==> src/rtl/b91_pkg.sv <==
// Shared constants, types and the digit-to-character table for the base-91 encoder.
`default_nettype none

package b91_pkg;

    localparam int MAX_DIGITS  = 16;
    localparam int B91_BASE    = 91;
    localparam int NUM_W       = 64;
    localparam int MIN_W       = 5;
    localparam int CHAR_W      = 7;
    localparam int DIGIT_W     = 7;
    // 91^10 > 2^64 - 1, so ten base-91 digits always suffice
    localparam int NUM_CELLS   = 10;
    localparam int CELL_IDX_W  = $clog2(NUM_CELLS);
    localparam int POS_W       = $clog2(MAX_DIGITS);
    localparam int BIT_CNT_W   = $clog2(NUM_W);

    localparam logic [CHAR_W-1:0] CHAR_ZERO = 7'h30;
    localparam logic [CHAR_W-1:0] CHAR_UPPER_A = 7'h41;
    localparam logic [CHAR_W-1:0] CHAR_LOWER_A = 7'h61;
    localparam int NUM_PUNCT = 29;
    localparam logic [NUM_PUNCT*8-1:0] B91_PUNCT = "!#$%&()*+,-./:;<=>?@[]^_`{|}~";

    typedef enum logic [2:0] {
        ST_IDLE,
        ST_ERR,
        ST_CONV,
        ST_ALIGN,
        ST_EMIT
    } t_state;

    typedef struct packed {
        logic clear;
        logic conv;
        logic shift;
    } t_cell_ctrl;

    function automatic logic [CHAR_W-1:0] b91_char(input logic [DIGIT_W-1:0] d);
        logic [DIGIT_W-1:0] p;
        logic [CHAR_W-1:0]  c;
        p = 7'(d - 7'd62);
        if (d < 7'd10) begin
            c = 7'(CHAR_ZERO + d);
        end else if (d < 7'd36) begin
            c = 7'(CHAR_UPPER_A + d - 7'd10);
        end else if (d < 7'd62) begin
            c = 7'(CHAR_LOWER_A + d - 7'd36);
        end else if (d < 7'(B91_BASE)) begin
            c = B91_PUNCT[(NUM_PUNCT - 1 - int'(p)) * 8 +: CHAR_W];
        end else begin
            c = CHAR_ZERO;
        end
        return c;
    endfunction

endpackage

`default_nettype wire

==> src/rtl/int_to_base91_text.sv <==
// Top level of the base-91 text encoder: control, digit cell chain and output register.
`default_nettype none

// Converts a 64-bit unsigned number into base-91 ASCII text, most significant
// character first, left-padded with '0' to i_min_digits (saturated at
// MAX_DIGITS). A zero i_min_digits gives a single transfer with o_error = 1.
// Input: i_in_valid / o_in_ready with i_number and i_min_digits.
// Output: o_out_valid / i_out_ready with o_char_code, o_error, o_last; o_last
// marks the final character of each conversion.
// One item at a time. A chain of ten digit cells takes one bit of the number
// per cycle, then drops leading zero digits above the pad width (up to 9),
// then one character leaves per cycle while the receiver is ready.
// The output register holds its transfer while the receiver stalls; during
// output the chain and counters simply wait. A new item is taken once the
// previous item's last character is in the output register.
// Reset (synchronous, active low) returns to idle and empties the output.
module int_to_base91_text (
    input  wire logic                       i_clk,
    input  wire logic                       i_rst_n,
    input  wire logic                       i_in_valid,
    output logic                            o_in_ready,
    input  wire logic [b91_pkg::NUM_W-1:0]  i_number,
    input  wire logic [b91_pkg::MIN_W-1:0]  i_min_digits,
    output logic                            o_out_valid,
    input  wire logic                       i_out_ready,
    output logic [b91_pkg::CHAR_W-1:0]      o_char_code,
    output logic                            o_error,
    output logic                            o_last
);
    import b91_pkg::*;

    t_state r_state;
    t_state n_state;

    logic [NUM_W-1:0]      r_num;
    logic [NUM_W-1:0]      n_num;
    logic [BIT_CNT_W-1:0]  r_bit_cnt;
    logic [BIT_CNT_W-1:0]  n_bit_cnt;
    logic [POS_W-1:0]      r_pos;
    logic [POS_W-1:0]      n_pos;
    logic [CELL_IDX_W-1:0] r_top_pos;
    logic [CELL_IDX_W-1:0] n_top_pos;

    logic                  r_out_valid;
    logic                  n_out_valid;
    logic [CHAR_W-1:0]     r_char;
    logic [CHAR_W-1:0]     n_char;
    logic                  r_err;
    logic                  n_err;
    logic                  r_last;
    logic                  n_last;

    t_cell_ctrl            cell_ctrl;
    logic [NUM_CELLS:0]    carry;
    logic [DIGIT_W-1:0]    digit [NUM_CELLS];
    logic [DIGIT_W-1:0]    digit_below [NUM_CELLS];

    logic                  in_xfer;
    logic                  out_free;
    logic [POS_W-1:0]      want_m1;
    logic [POS_W:0]        top_pos_ext;
    logic [POS_W:0]        pos_ext;
    logic [DIGIT_W-1:0]    top_digit;
    logic                  at_top;
    logic                  lead_zone;

    assign o_in_ready = (r_state == ST_IDLE);
    assign in_xfer    = i_in_valid && o_in_ready;
    assign out_free   = !r_out_valid || i_out_ready;

    assign want_m1 = (int'(i_min_digits) > MAX_DIGITS) ? POS_W'(MAX_DIGITS - 1)
                                                        : POS_W'(i_min_digits - 5'd1);
    assign top_pos_ext = (POS_W + 1)'(r_top_pos);
    assign pos_ext     = (POS_W + 1)'(r_pos);
    assign top_digit   = digit[NUM_CELLS-1];
    // while emitting r_pos never drops below r_top_pos; equal means the top cell is next
    assign at_top      = (pos_ext <= top_pos_ext);
    // top cell sits above the padded width: a leading zero there is dropped
    assign lead_zone   = (pos_ext < top_pos_ext);

    // digit chain, cell 0 least significant
    assign carry[0] = r_num[NUM_W-1];
    genvar gi;
    generate
        for (gi = 0; gi < NUM_CELLS; gi++) begin : g_cell
            if (gi == 0) begin : g_bottom
                assign digit_below[gi] = '0;
            end else begin : g_upper
                assign digit_below[gi] = digit[gi-1];
            end
            b91_cell u_cell (
                .i_clk         (i_clk),
                .i_ctrl        (cell_ctrl),
                .i_carry       (carry[gi]),
                .i_digit_below (digit_below[gi]),
                .o_carry       (carry[gi+1]),
                .o_digit       (digit[gi])
            );
        end
    endgenerate

    // next state
    always_comb begin
        n_state = r_state;
        unique case (r_state)
            ST_IDLE: begin
                if (in_xfer) begin
                    n_state = (i_min_digits == '0) ? ST_ERR : ST_CONV;
                end
            end
            ST_ERR: begin
                if (out_free) begin
                    n_state = ST_IDLE;
                end
            end
            ST_CONV: begin
                if (r_bit_cnt == '0) begin
                    n_state = ST_ALIGN;
                end
            end
            ST_ALIGN: begin
                if (!lead_zone || top_digit != '0) begin
                    n_state = ST_EMIT;
                end
            end
            ST_EMIT: begin
                if (out_free && r_pos == '0) begin
                    n_state = ST_IDLE;
                end
            end
            default: n_state = ST_IDLE;
        endcase
    end

    // datapath and outputs
    always_comb begin
        cell_ctrl   = '0;
        n_num       = r_num;
        n_bit_cnt   = r_bit_cnt;
        n_pos       = r_pos;
        n_top_pos   = r_top_pos;
        n_out_valid = r_out_valid && !i_out_ready;
        n_char      = r_char;
        n_err       = r_err;
        n_last      = r_last;
        unique case (r_state)
            ST_IDLE: begin
                if (in_xfer) begin
                    cell_ctrl.clear = 1'b1;
                    n_num     = i_number;
                    n_bit_cnt = BIT_CNT_W'(NUM_W - 1);
                    n_pos     = want_m1;
                    n_top_pos = CELL_IDX_W'(NUM_CELLS - 1);
                end
            end
            ST_ERR: begin
                if (out_free) begin
                    n_out_valid = 1'b1;
                    n_char      = '0;
                    n_err       = 1'b1;
                    n_last      = 1'b1;
                end
            end
            ST_CONV: begin
                cell_ctrl.conv = 1'b1;
                n_num     = {r_num[NUM_W-2:0], 1'b0};
                n_bit_cnt = BIT_CNT_W'(r_bit_cnt - 1'b1);
            end
            ST_ALIGN: begin
                // drop leading zero digits above both the text and the pad width
                if (lead_zone) begin
                    if (top_digit != '0) begin
                        n_pos = POS_W'(r_top_pos);
                    end else begin
                        cell_ctrl.shift = 1'b1;
                        n_top_pos = CELL_IDX_W'(r_top_pos - 1'b1);
                    end
                end
            end
            ST_EMIT: begin
                if (out_free) begin
                    n_out_valid = 1'b1;
                    n_char      = at_top ? b91_char(top_digit) : CHAR_ZERO;
                    n_err       = 1'b0;
                    n_last      = (r_pos == '0);
                    if (r_pos != '0) begin
                        n_pos = POS_W'(r_pos - 1'b1);
                        if (at_top) begin
                            cell_ctrl.shift = 1'b1;
                            n_top_pos = CELL_IDX_W'(r_top_pos - 1'b1);
                        end
                    end
                end
            end
            default: begin
            end
        endcase
    end

    always_ff @(posedge i_clk) begin
        if (!i_rst_n) begin
            r_state     <= ST_IDLE;
            r_out_valid <= 1'b0;
        end else begin
            r_state     <= n_state;
            r_out_valid <= n_out_valid;
        end
    end

    always_ff @(posedge i_clk) begin
        r_num     <= n_num;
        r_bit_cnt <= n_bit_cnt;
        r_pos     <= n_pos;
        r_top_pos <= n_top_pos;
        r_char    <= n_char;
        r_err     <= n_err;
        r_last    <= n_last;
    end

    assign o_out_valid = r_out_valid;
    assign o_char_code = r_char;
    assign o_error     = r_err;
    assign o_last      = r_last;

endmodule

`default_nettype wire

==> src/rtl/b91_cell.sv <==
// One base-91 digit cell: clears on load, doubles-and-adds during conversion, shifts up during alignment and output.
`default_nettype none

module b91_cell (
    input  wire logic                        i_clk,
    input  wire b91_pkg::t_cell_ctrl         i_ctrl,
    input  wire logic                        i_carry,
    input  wire logic [b91_pkg::DIGIT_W-1:0] i_digit_below,
    output logic                             o_carry,
    output logic [b91_pkg::DIGIT_W-1:0]      o_digit
);
    import b91_pkg::*;

    logic [DIGIT_W-1:0] r_digit;
    logic [DIGIT_W-1:0] n_digit;
    logic [DIGIT_W:0]   dbl;
    logic               wrap;

    // digit * 2 + carry; a result of 91 or more wraps and carries upward
    assign dbl     = {r_digit, i_carry};
    assign wrap    = dbl >= (DIGIT_W + 1)'(B91_BASE);
    assign o_carry = wrap;
    assign o_digit = r_digit;

    always_comb begin
        n_digit = r_digit;
        priority if (i_ctrl.clear) begin
            n_digit = '0;
        end else if (i_ctrl.conv) begin
            n_digit = wrap ? DIGIT_W'(dbl - (DIGIT_W + 1)'(B91_BASE)) : DIGIT_W'(dbl);
        end else if (i_ctrl.shift) begin
            n_digit = i_digit_below;
        end
    end

    always_ff @(posedge i_clk) begin
        r_digit <= n_digit;
    end

endmodule

`default_nettype wire
==> config.mk <==
export PLATFORM = sky130hd
export DESIGN_NAME = int_to_base91_text
export DESIGN_NICKNAME = d
export VERILOG_FILES = /design/src/rtl/b91_pkg.sv /design/src/rtl/int_to_base91_text.sv /design/src/rtl/b91_cell.sv
export SDC_FILE = /design/constraint.sdc
export NUM_CORES = 1
export LEC_CHECK = 0
export BUFFER_PORTS_ARGS = -buffer_cell sky130_fd_sc_hd__buf_4
export CAP_MARGIN = 20
export CELL_PAD_IN_SITES_DETAIL_PLACEMENT = 1
export CELL_PAD_IN_SITES_GLOBAL_PLACEMENT = 1
export CORE_MARGIN = 2
export CORE_UTILIZATION = 40
export CTS_BUF_LIST = sky130_fd_sc_hd__clkbuf_4
export CTS_CLUSTER_DIAMETER = 80
export DETAILED_ROUTE_END_ITERATION = 10
export PLACE_DENSITY = 0.82
export SLEW_MARGIN = 20
export SYNTH_ARGS = -nofsm -noshare
export SYNTH_HDL_FRONTEND = slang
export SYNTH_HIERARCHICAL = 1
export SYNTH_SLANG_ARGS = --single-unit
==> constraint.sdc <==
create_clock -name i_clk -period 7.5 [get_ports i_clk]
set_input_delay 0.75 -clock i_clk [delete_from_list [all_inputs] [get_ports i_clk]]
set_output_delay 0.75 -clock i_clk [all_outputs]
set_load 0.02 [all_outputs]
# --- Word-level counts from Yosys, hierarchy flattened ---
# Cells that the tools add are included.
totals:
  word_cells: 176
  output_inout_bits: 11
  in_bits: 73
  regBits: 161
classes:
  n_eq_ne: 15
  muxes: 79
  n_reduce_logical: 24
  n_shift: 1
  n_lt_le_gt_ge: 17
  add_sub_neg: 21
ops:
  columns: ["op", "n"]
  rows:
  - ["$mux 7", 37]
  - ["$shiftx 232x11->7 const A", 1]
  - ["$pmux 64 s2", 1]
  - ["$ge 8x7->1 const B", 10]
  - ["$sub 7x7->7 const B", 10]
  - ["$mux 64", 1]
  - ["$mux 4", 12]
  - ["$pmux 4 s3", 2]
  - ["$ne 2x2->1 const B", 10]
  - ["$mux 3", 5]
  - ["$pmux 3 s5", 1]
  - ["$add 7x7->7 const A", 2]
  - ["$lt 7x6->1 const B", 2]
  - ["$pmux 7 s2", 1]
  - ["$sub 7x6->7 const B", 2]
  - ["$mux 1", 13]
  - ["$pmux 6 s2", 1]
  - ["$sub 4x1->4 const B", 3]
  - ["$sub 5x7->8 const A", 1]
  - ["$add 6x7->7 const A", 1]
  - ["$lt 7x4->1 const B", 1]
  - ["$lt 7x7->1 const B", 1]
  - ["$reduce_and 7->1", 1]
  - ["$reduce_bool 7->1", 1]
  - ["other kinds (27)", 37]

# --- Logic depth before layout (Yosys ltp) ---
logic_depth:
  word_depth: 12
  ltp_mapped: 32
  mapped_depth_nobuf: 32

# --- Modules after synthesis ---
# Netlist, hierarchy kept.
by_module_without_submodules:
  columns: ["module", "area_per_inst_um2", "cells_each", "n_inst", "seq_area_each_um2"]
  rows:
  - ["int_to_base91_text", 5248.8, 430, 1, 2692.6]
  - ["b91_cell", 511.7, 59, 10, 140.1]

# --- Least setup slack after synthesis ---
# OpenSTA, ideal clock, no wires.
synth_path:
  path_type: "register to register"
  start: "register r_num[63]"
  end: "register g_cell[9].u_cell.r_digit[3]"
  path_slack_ps: -74
  synth_period_minus_slack_ps: 7574
  stages_incl_launch_ff: 33
  setup_ps: 197
  required_time_ps: 7303
  arrival_time_ps: 7377
  path_buffers: 0
  cell_sequence: "edfxtp_1 > ha_1 > o211ai_4 > a31oi_4 > ha_1 > o211ai_4 > a31oi_4 > ha_1 > o211ai_4 > a31oi_4 > ha_1 > o211ai_4 > a31oi_4 > ha_1 > o211ai_4 > a31oi_4 > ha_1 > o211ai_4 > a31oi_4 > ha_1 > o211ai_4 > a31oi_4 > ha_1 > o211ai_4 > a31oi_4 > ha_1 > o211ai_4 > a31oi_4 > ha_1 > o211ai_4 > a31oi_4 > and4_2 > nor4_1"
synth_between:
  elab_chain_cells: 12
  word_cells_on_any_way: 13
  cone_classes: "add/sub (1); order compare (10); mux (2)"
synth_rtl:
  columns: ["item", "line", "rtl"]
  rows:
  - ["from (decl)", "int_to_base91_text.sv:35", "logic [NUM_W-1:0] r_num;"]
  - ["from (signal assigned)", "int_to_base91_text.sv:211", "r_num <= n_num;"]
  - ["$ge 8x7->1", "b91_cell.sv:21", "assign wrap = dbl >= (DIGIT_W + 1)'(B91_BASE);"]
  - ["via carry[1]", "int_to_base91_text.sv:54", "logic [NUM_CELLS:0] carry;"]
  - ["$ge 8x7->1", "b91_cell.sv:21", null]
  - ["via carry[2]", "int_to_base91_text.sv:54", null]
  - ["$ge 8x7->1", "b91_cell.sv:21", null]
  - ["via carry[3]", "int_to_base91_text.sv:54", null]
  - ["$ge 8x7->1", "b91_cell.sv:21", null]
  - ["via carry[4]", "int_to_base91_text.sv:54", null]
  - ["(+1 left out)", null, null]
  - ["via carry[5]", "int_to_base91_text.sv:54", null]
  - ["(+1 left out)", null, null]
  - ["via carry[6]", "int_to_base91_text.sv:54", null]
  - ["(+1 left out)", null, null]
  - ["via carry[7]", "int_to_base91_text.sv:54", null]
  - ["$ge 8x7->1", "b91_cell.sv:21", null]
  - ["via carry[8]", "int_to_base91_text.sv:54", null]
  - ["$ge 8x7->1", "b91_cell.sv:21", null]
  - ["via carry[9]", "int_to_base91_text.sv:54", null]
  - ["$ge 8x7->1", "b91_cell.sv:21", null]
  - ["via carry[10]", "int_to_base91_text.sv:54", null]
  - ["$mux 7", "b91_cell.sv:30", "n_digit = wrap ? DIGIT_W'(dbl - (DIGIT_W + 1)'(B91_BASE)) : DIGIT_W'(dbl);"]
  - ["$mux 7", "b91_cell.sv:29", "end else if (i_ctrl.conv) begin"]
  - ["to (signal assigned)", "b91_cell.sv:37", "r_digit <= n_digit;"]
  - ["to (decl)", "b91_cell.sv:14", "logic [DIGIT_W-1:0] r_digit;"]
# The timed path passes the listed nets, and every way through them passes these cells.
# A chain may end at the register's enable or synchronous reset.

# --- Final worst setup path ---
layout_path:
  start: "register r_num[63]"
  end: "register g_cell[9].u_cell.r_digit[1]"
# The elaborated chain is that of the path after synthesis.

==> results by group <==
Yosys
  • Ys async rst share: 0%
  • Synth Register Bits: around 160
  • Top-area cell type share of the netlist area: roughly a quarter
  • Netlist cell types: 75
  • Yosys warnings: 6
  • Avg Inst Size Synth: approximately 10 um^2
  • Synth Flop Type: edfxtp_1
  • Top post-synthesis cells by area: edfxtp_1 25%, dfxtp_1 14%, a211oi_1 9.1%
  • Sequential cell area fraction in the yosys report: a little under 40%
  • Leading area contributor after synthesis: edfxtp_1
  • Cell count after synthesis: roughly 1,000
  • Post-synth EDFFs: between 80 and 90
  • Post-Syn Area: between 10,000 and 15,000 um^2

Critical path
  • Largest fanout on the critical path: 6
  • R2R setup slack: about 430 ps
  • Kind of critical path: reg2reg
  • CP max stage delay: ~440 ps
  • Worst setup SP type: flip-flop
  • Critical R2R Launch: r_num[63]$_DFFE_PP_
  • Setup crit end kind: flip-flop
  • Crit path required time: about 7900 ps
  • Worst reg2reg path depth: 32
  • CP arrival: roughly 7500 ps
  • Slowest CP cell: edfxtp_1
  • CP Launch Point: r_num[63]$_DFFE_PP_

Die
  • Die Span X: approximately 160 um
  • Die H: 165 um
  • FP Rows: 58
  • Die area: about 27,000 um^2
  • Ports: 84
  • Starting Density: between 40% and 50%
  • Core ar.: approximately 25,000 um^2

Route
  • Initial DRC count: 497
  • Antenna-violating nets left: 0
  • Vias: between 8,000 and 9,000
  • Detailed-route wire length per cell: approximately 19 um
  • DR vias/cell: ~5.9
  • Pre-Repair DR Iteration Count: 7
  • Drc violations: 0
  • Drt total wl: 26.7 mm

Timing
  • Worst-margin pin slew: between 900 and 1000 ps
  • RSZ-0062 raised after global routing: false
  • Slew HR: between 30 and 40%
  • Hold WS: around 400 ps
  • Setup violators final: 0
  • Fin Setup TNS: 0 ps
  • Tmin final: about 7000 ps
  • Clock skew: between 30 and 40 ps
  • Final setup margin: 425 ps
  • Final hold violation count: 0
  • Max Slew Vio Count: 0
  • Fmax: between 100 and 150 MHz
  • Period utilisation layout: between 90% and 100%

Clock tree
  • Clk sinks: 161
  • Clock slew at reported path FFs: ~170 ps
  • CTS root buffer: clkbuf_4
  • Clock Latency Late Sink: 590 ps
  • H-tree lvl count: 4
  • CTS tree: yes
  • Max clock buf depth: 2
  • Hold-fix buffers, CTS: 0
  • Total CTS buffers: 17

Power
  • P_int: 2.43 mW
  • Sequential share of power: about two fifths
  • PwrDens: between 300 and 400 nW/um^2
  • Comb pwr share: about half
  • Leakage power: 4.03 nW
  • Net Sw Frac: between 40% and 50%
  • Peak supply drop: about 0.25 mV
  • Net Sw Power: approximately 2.1 mW
  • Clock share of power: a little under an eighth

Place
  • Final GP Congestion: ~0.82
  • Pre-CTS setup slack: 45.9 ps
  • Placed cell area: approximately 11,000 um^2
  • Placed insts: 1,400
  • Detailed Place HPWL: roughly 18 mm
  • Port-buffer cells: 83

Outcome
  • Run status: finished, final reports clean

Hold path
  • HP Class: in2reg
  • Worst Hold Depth: 2
  • Worst hold start: i_rst_n

Global route
  • Total track usage: about a fifth
  • Vias in the first global route: approximately 8,600
  • Grt total ovfl: 0
  • Wire length of the first global-routing pass: 43.9 mm
  • Largest net degree at the start of global routing: 96
  • Initial antenna violation count: 1

Final layout
  • Final nets: ~1,200
  • Sequential Area: roughly 4000 um^2
  • Most frequent cells in the layout: 126 x a211oi_1, 102 x buf_4, 87 x edfxtp_1, 80 x nor2_1, 74 x dfxtp_1
  • Commonest non-fill, non-tap cell in the layout: a211oi_1
  • Fraction of layout cells with a size suffix above 1: about a quarter
  • Fill cell count: roughly 2,900
  • Fin cells: between 1,000 and 1,500
  • Post-route cell area: approximately 12,000 um^2
  • Layout area overhead: 12.2%
  • Multi-input gate area: just under 6000 um^2

Flow run
  • Max cap viols: 0
[worst max-delay path: cells and delay by family, from the launching register on]
kind | cells | cell delay [ps]
AOI/OAI and AO/OA | 21 | 3520
adders and majority gates | 10 | 2710
DFF | 1 | 440
muxes | 1 | 240
[power groups by stage]
stage | logic (mW) | clock network, mW | registers, mW
floorplan | 1.81 | 0 | 1.60
global placement | 2.11 | 0 | 1.78
detailed placement | 2.18 | 0 | 1.80
CTS | 2.20 | 0.550 | 1.78
global route | 2.46 | 0.587 | 1.85
finish | 2.22 | 0.536 | 1.78
[synthesized netlist by cell type (all sizes together), types with 29 or more instances]
| cell | number |
|---|---|
| nand2 | 29 |
| a31oi | 33 |
| nor2b | 36 |
| nor2 | 80 |
| inv | 50 |
| ha | 31 |
| edfxtp | 87 |
| clkbuf | 38 |
| a211oi | 126 |
| dfxtp | 74 |
| mux2 | 63 |
| o21ai | 43 |
| a21oi | 43 |
[timing repair]
action	4_1_cts	5_1_grt
cloned	0	0
setup endpoints to repair	3	7
endpoints found under the hold margin	0	0
setup buffers	0	5
pin swaps	1	2
resized for setup	1	6
[sequential cells by signal (all words and copies together) (netlist names)]
register,flops
o_out_valid,1
r_state,3
r_top_pos,4
r_num,64
o_last,1
o_char_code,7
r_bit_cnt,6
o_error,1
g_cell.u_cell/o_digit,70
r_pos,4
[routing by layer]
metal / routed length (um) / part of all wire, % / GRT usage (%) / vias up
met3: 477 / 1.8 / 2.89 / 32
met1: 12200 / 46 / 25.7 / 4294
met2: 13500 / 51 / 34.6 / 97
li1: - / - / - / 4120
met5: 0 / 0 / 0 / -
met4: 462 / 1.7 / 5.18 / 0
[final cells by class]
class                   count  area share, %
flip-flops and latches    161           35.2
diodes                      1         0.0215
clock buffers              17           1.10
multi-input cells         761           50.5
inverters                  51           1.65
well taps                 330           3.55
clock inverters            15           1.43
repair buffers            102           6.58
[per-stage QoR]
| step | utilization, % | power (mW) |
|---|---|---|
| 3_3_place_gp | 44.5 | 3.88 |
| 3_5_place_dp | 44.5 | 3.98 |
| 4_1_cts | 45.7 | 4.53 |
| 6_report | 45.9 | 4.55 |
| 5_1_grt | 45.9 | 4.90 |
| 2_1_floorplan | - | 3.41 |
[logic make-up after synthesis]
logic type / after synthesis / synth area share [%]
AO/OA/AOI/OAI: 351 / 26.8
AND/OR/NAND/NOR: 256 / 13.7
multiplexers: 86 / 9.06
XOR/XNOR: 30 / 2.61
adder cells (fa/ha/maj): 31 / 3.74
buffers and inverters: 104 / 4.60
flip-flops: 161 / 39.5
other: 1 / 0.0362
[worst paths after layout]
kind,to
setup / recovery,g_cell[9].u_cell/o_digit[1]$_SDFFE_PP0P_
hold / removal,o_out_valid$_SDFF_PN0_
setup reg to reg,g_cell[9].u_cell/o_digit[1]$_SDFFE_PP0P_
hold reg to reg,r_num[43]$_DFFE_PP_
No activity file was read; power rests on OpenSTA's default activity.
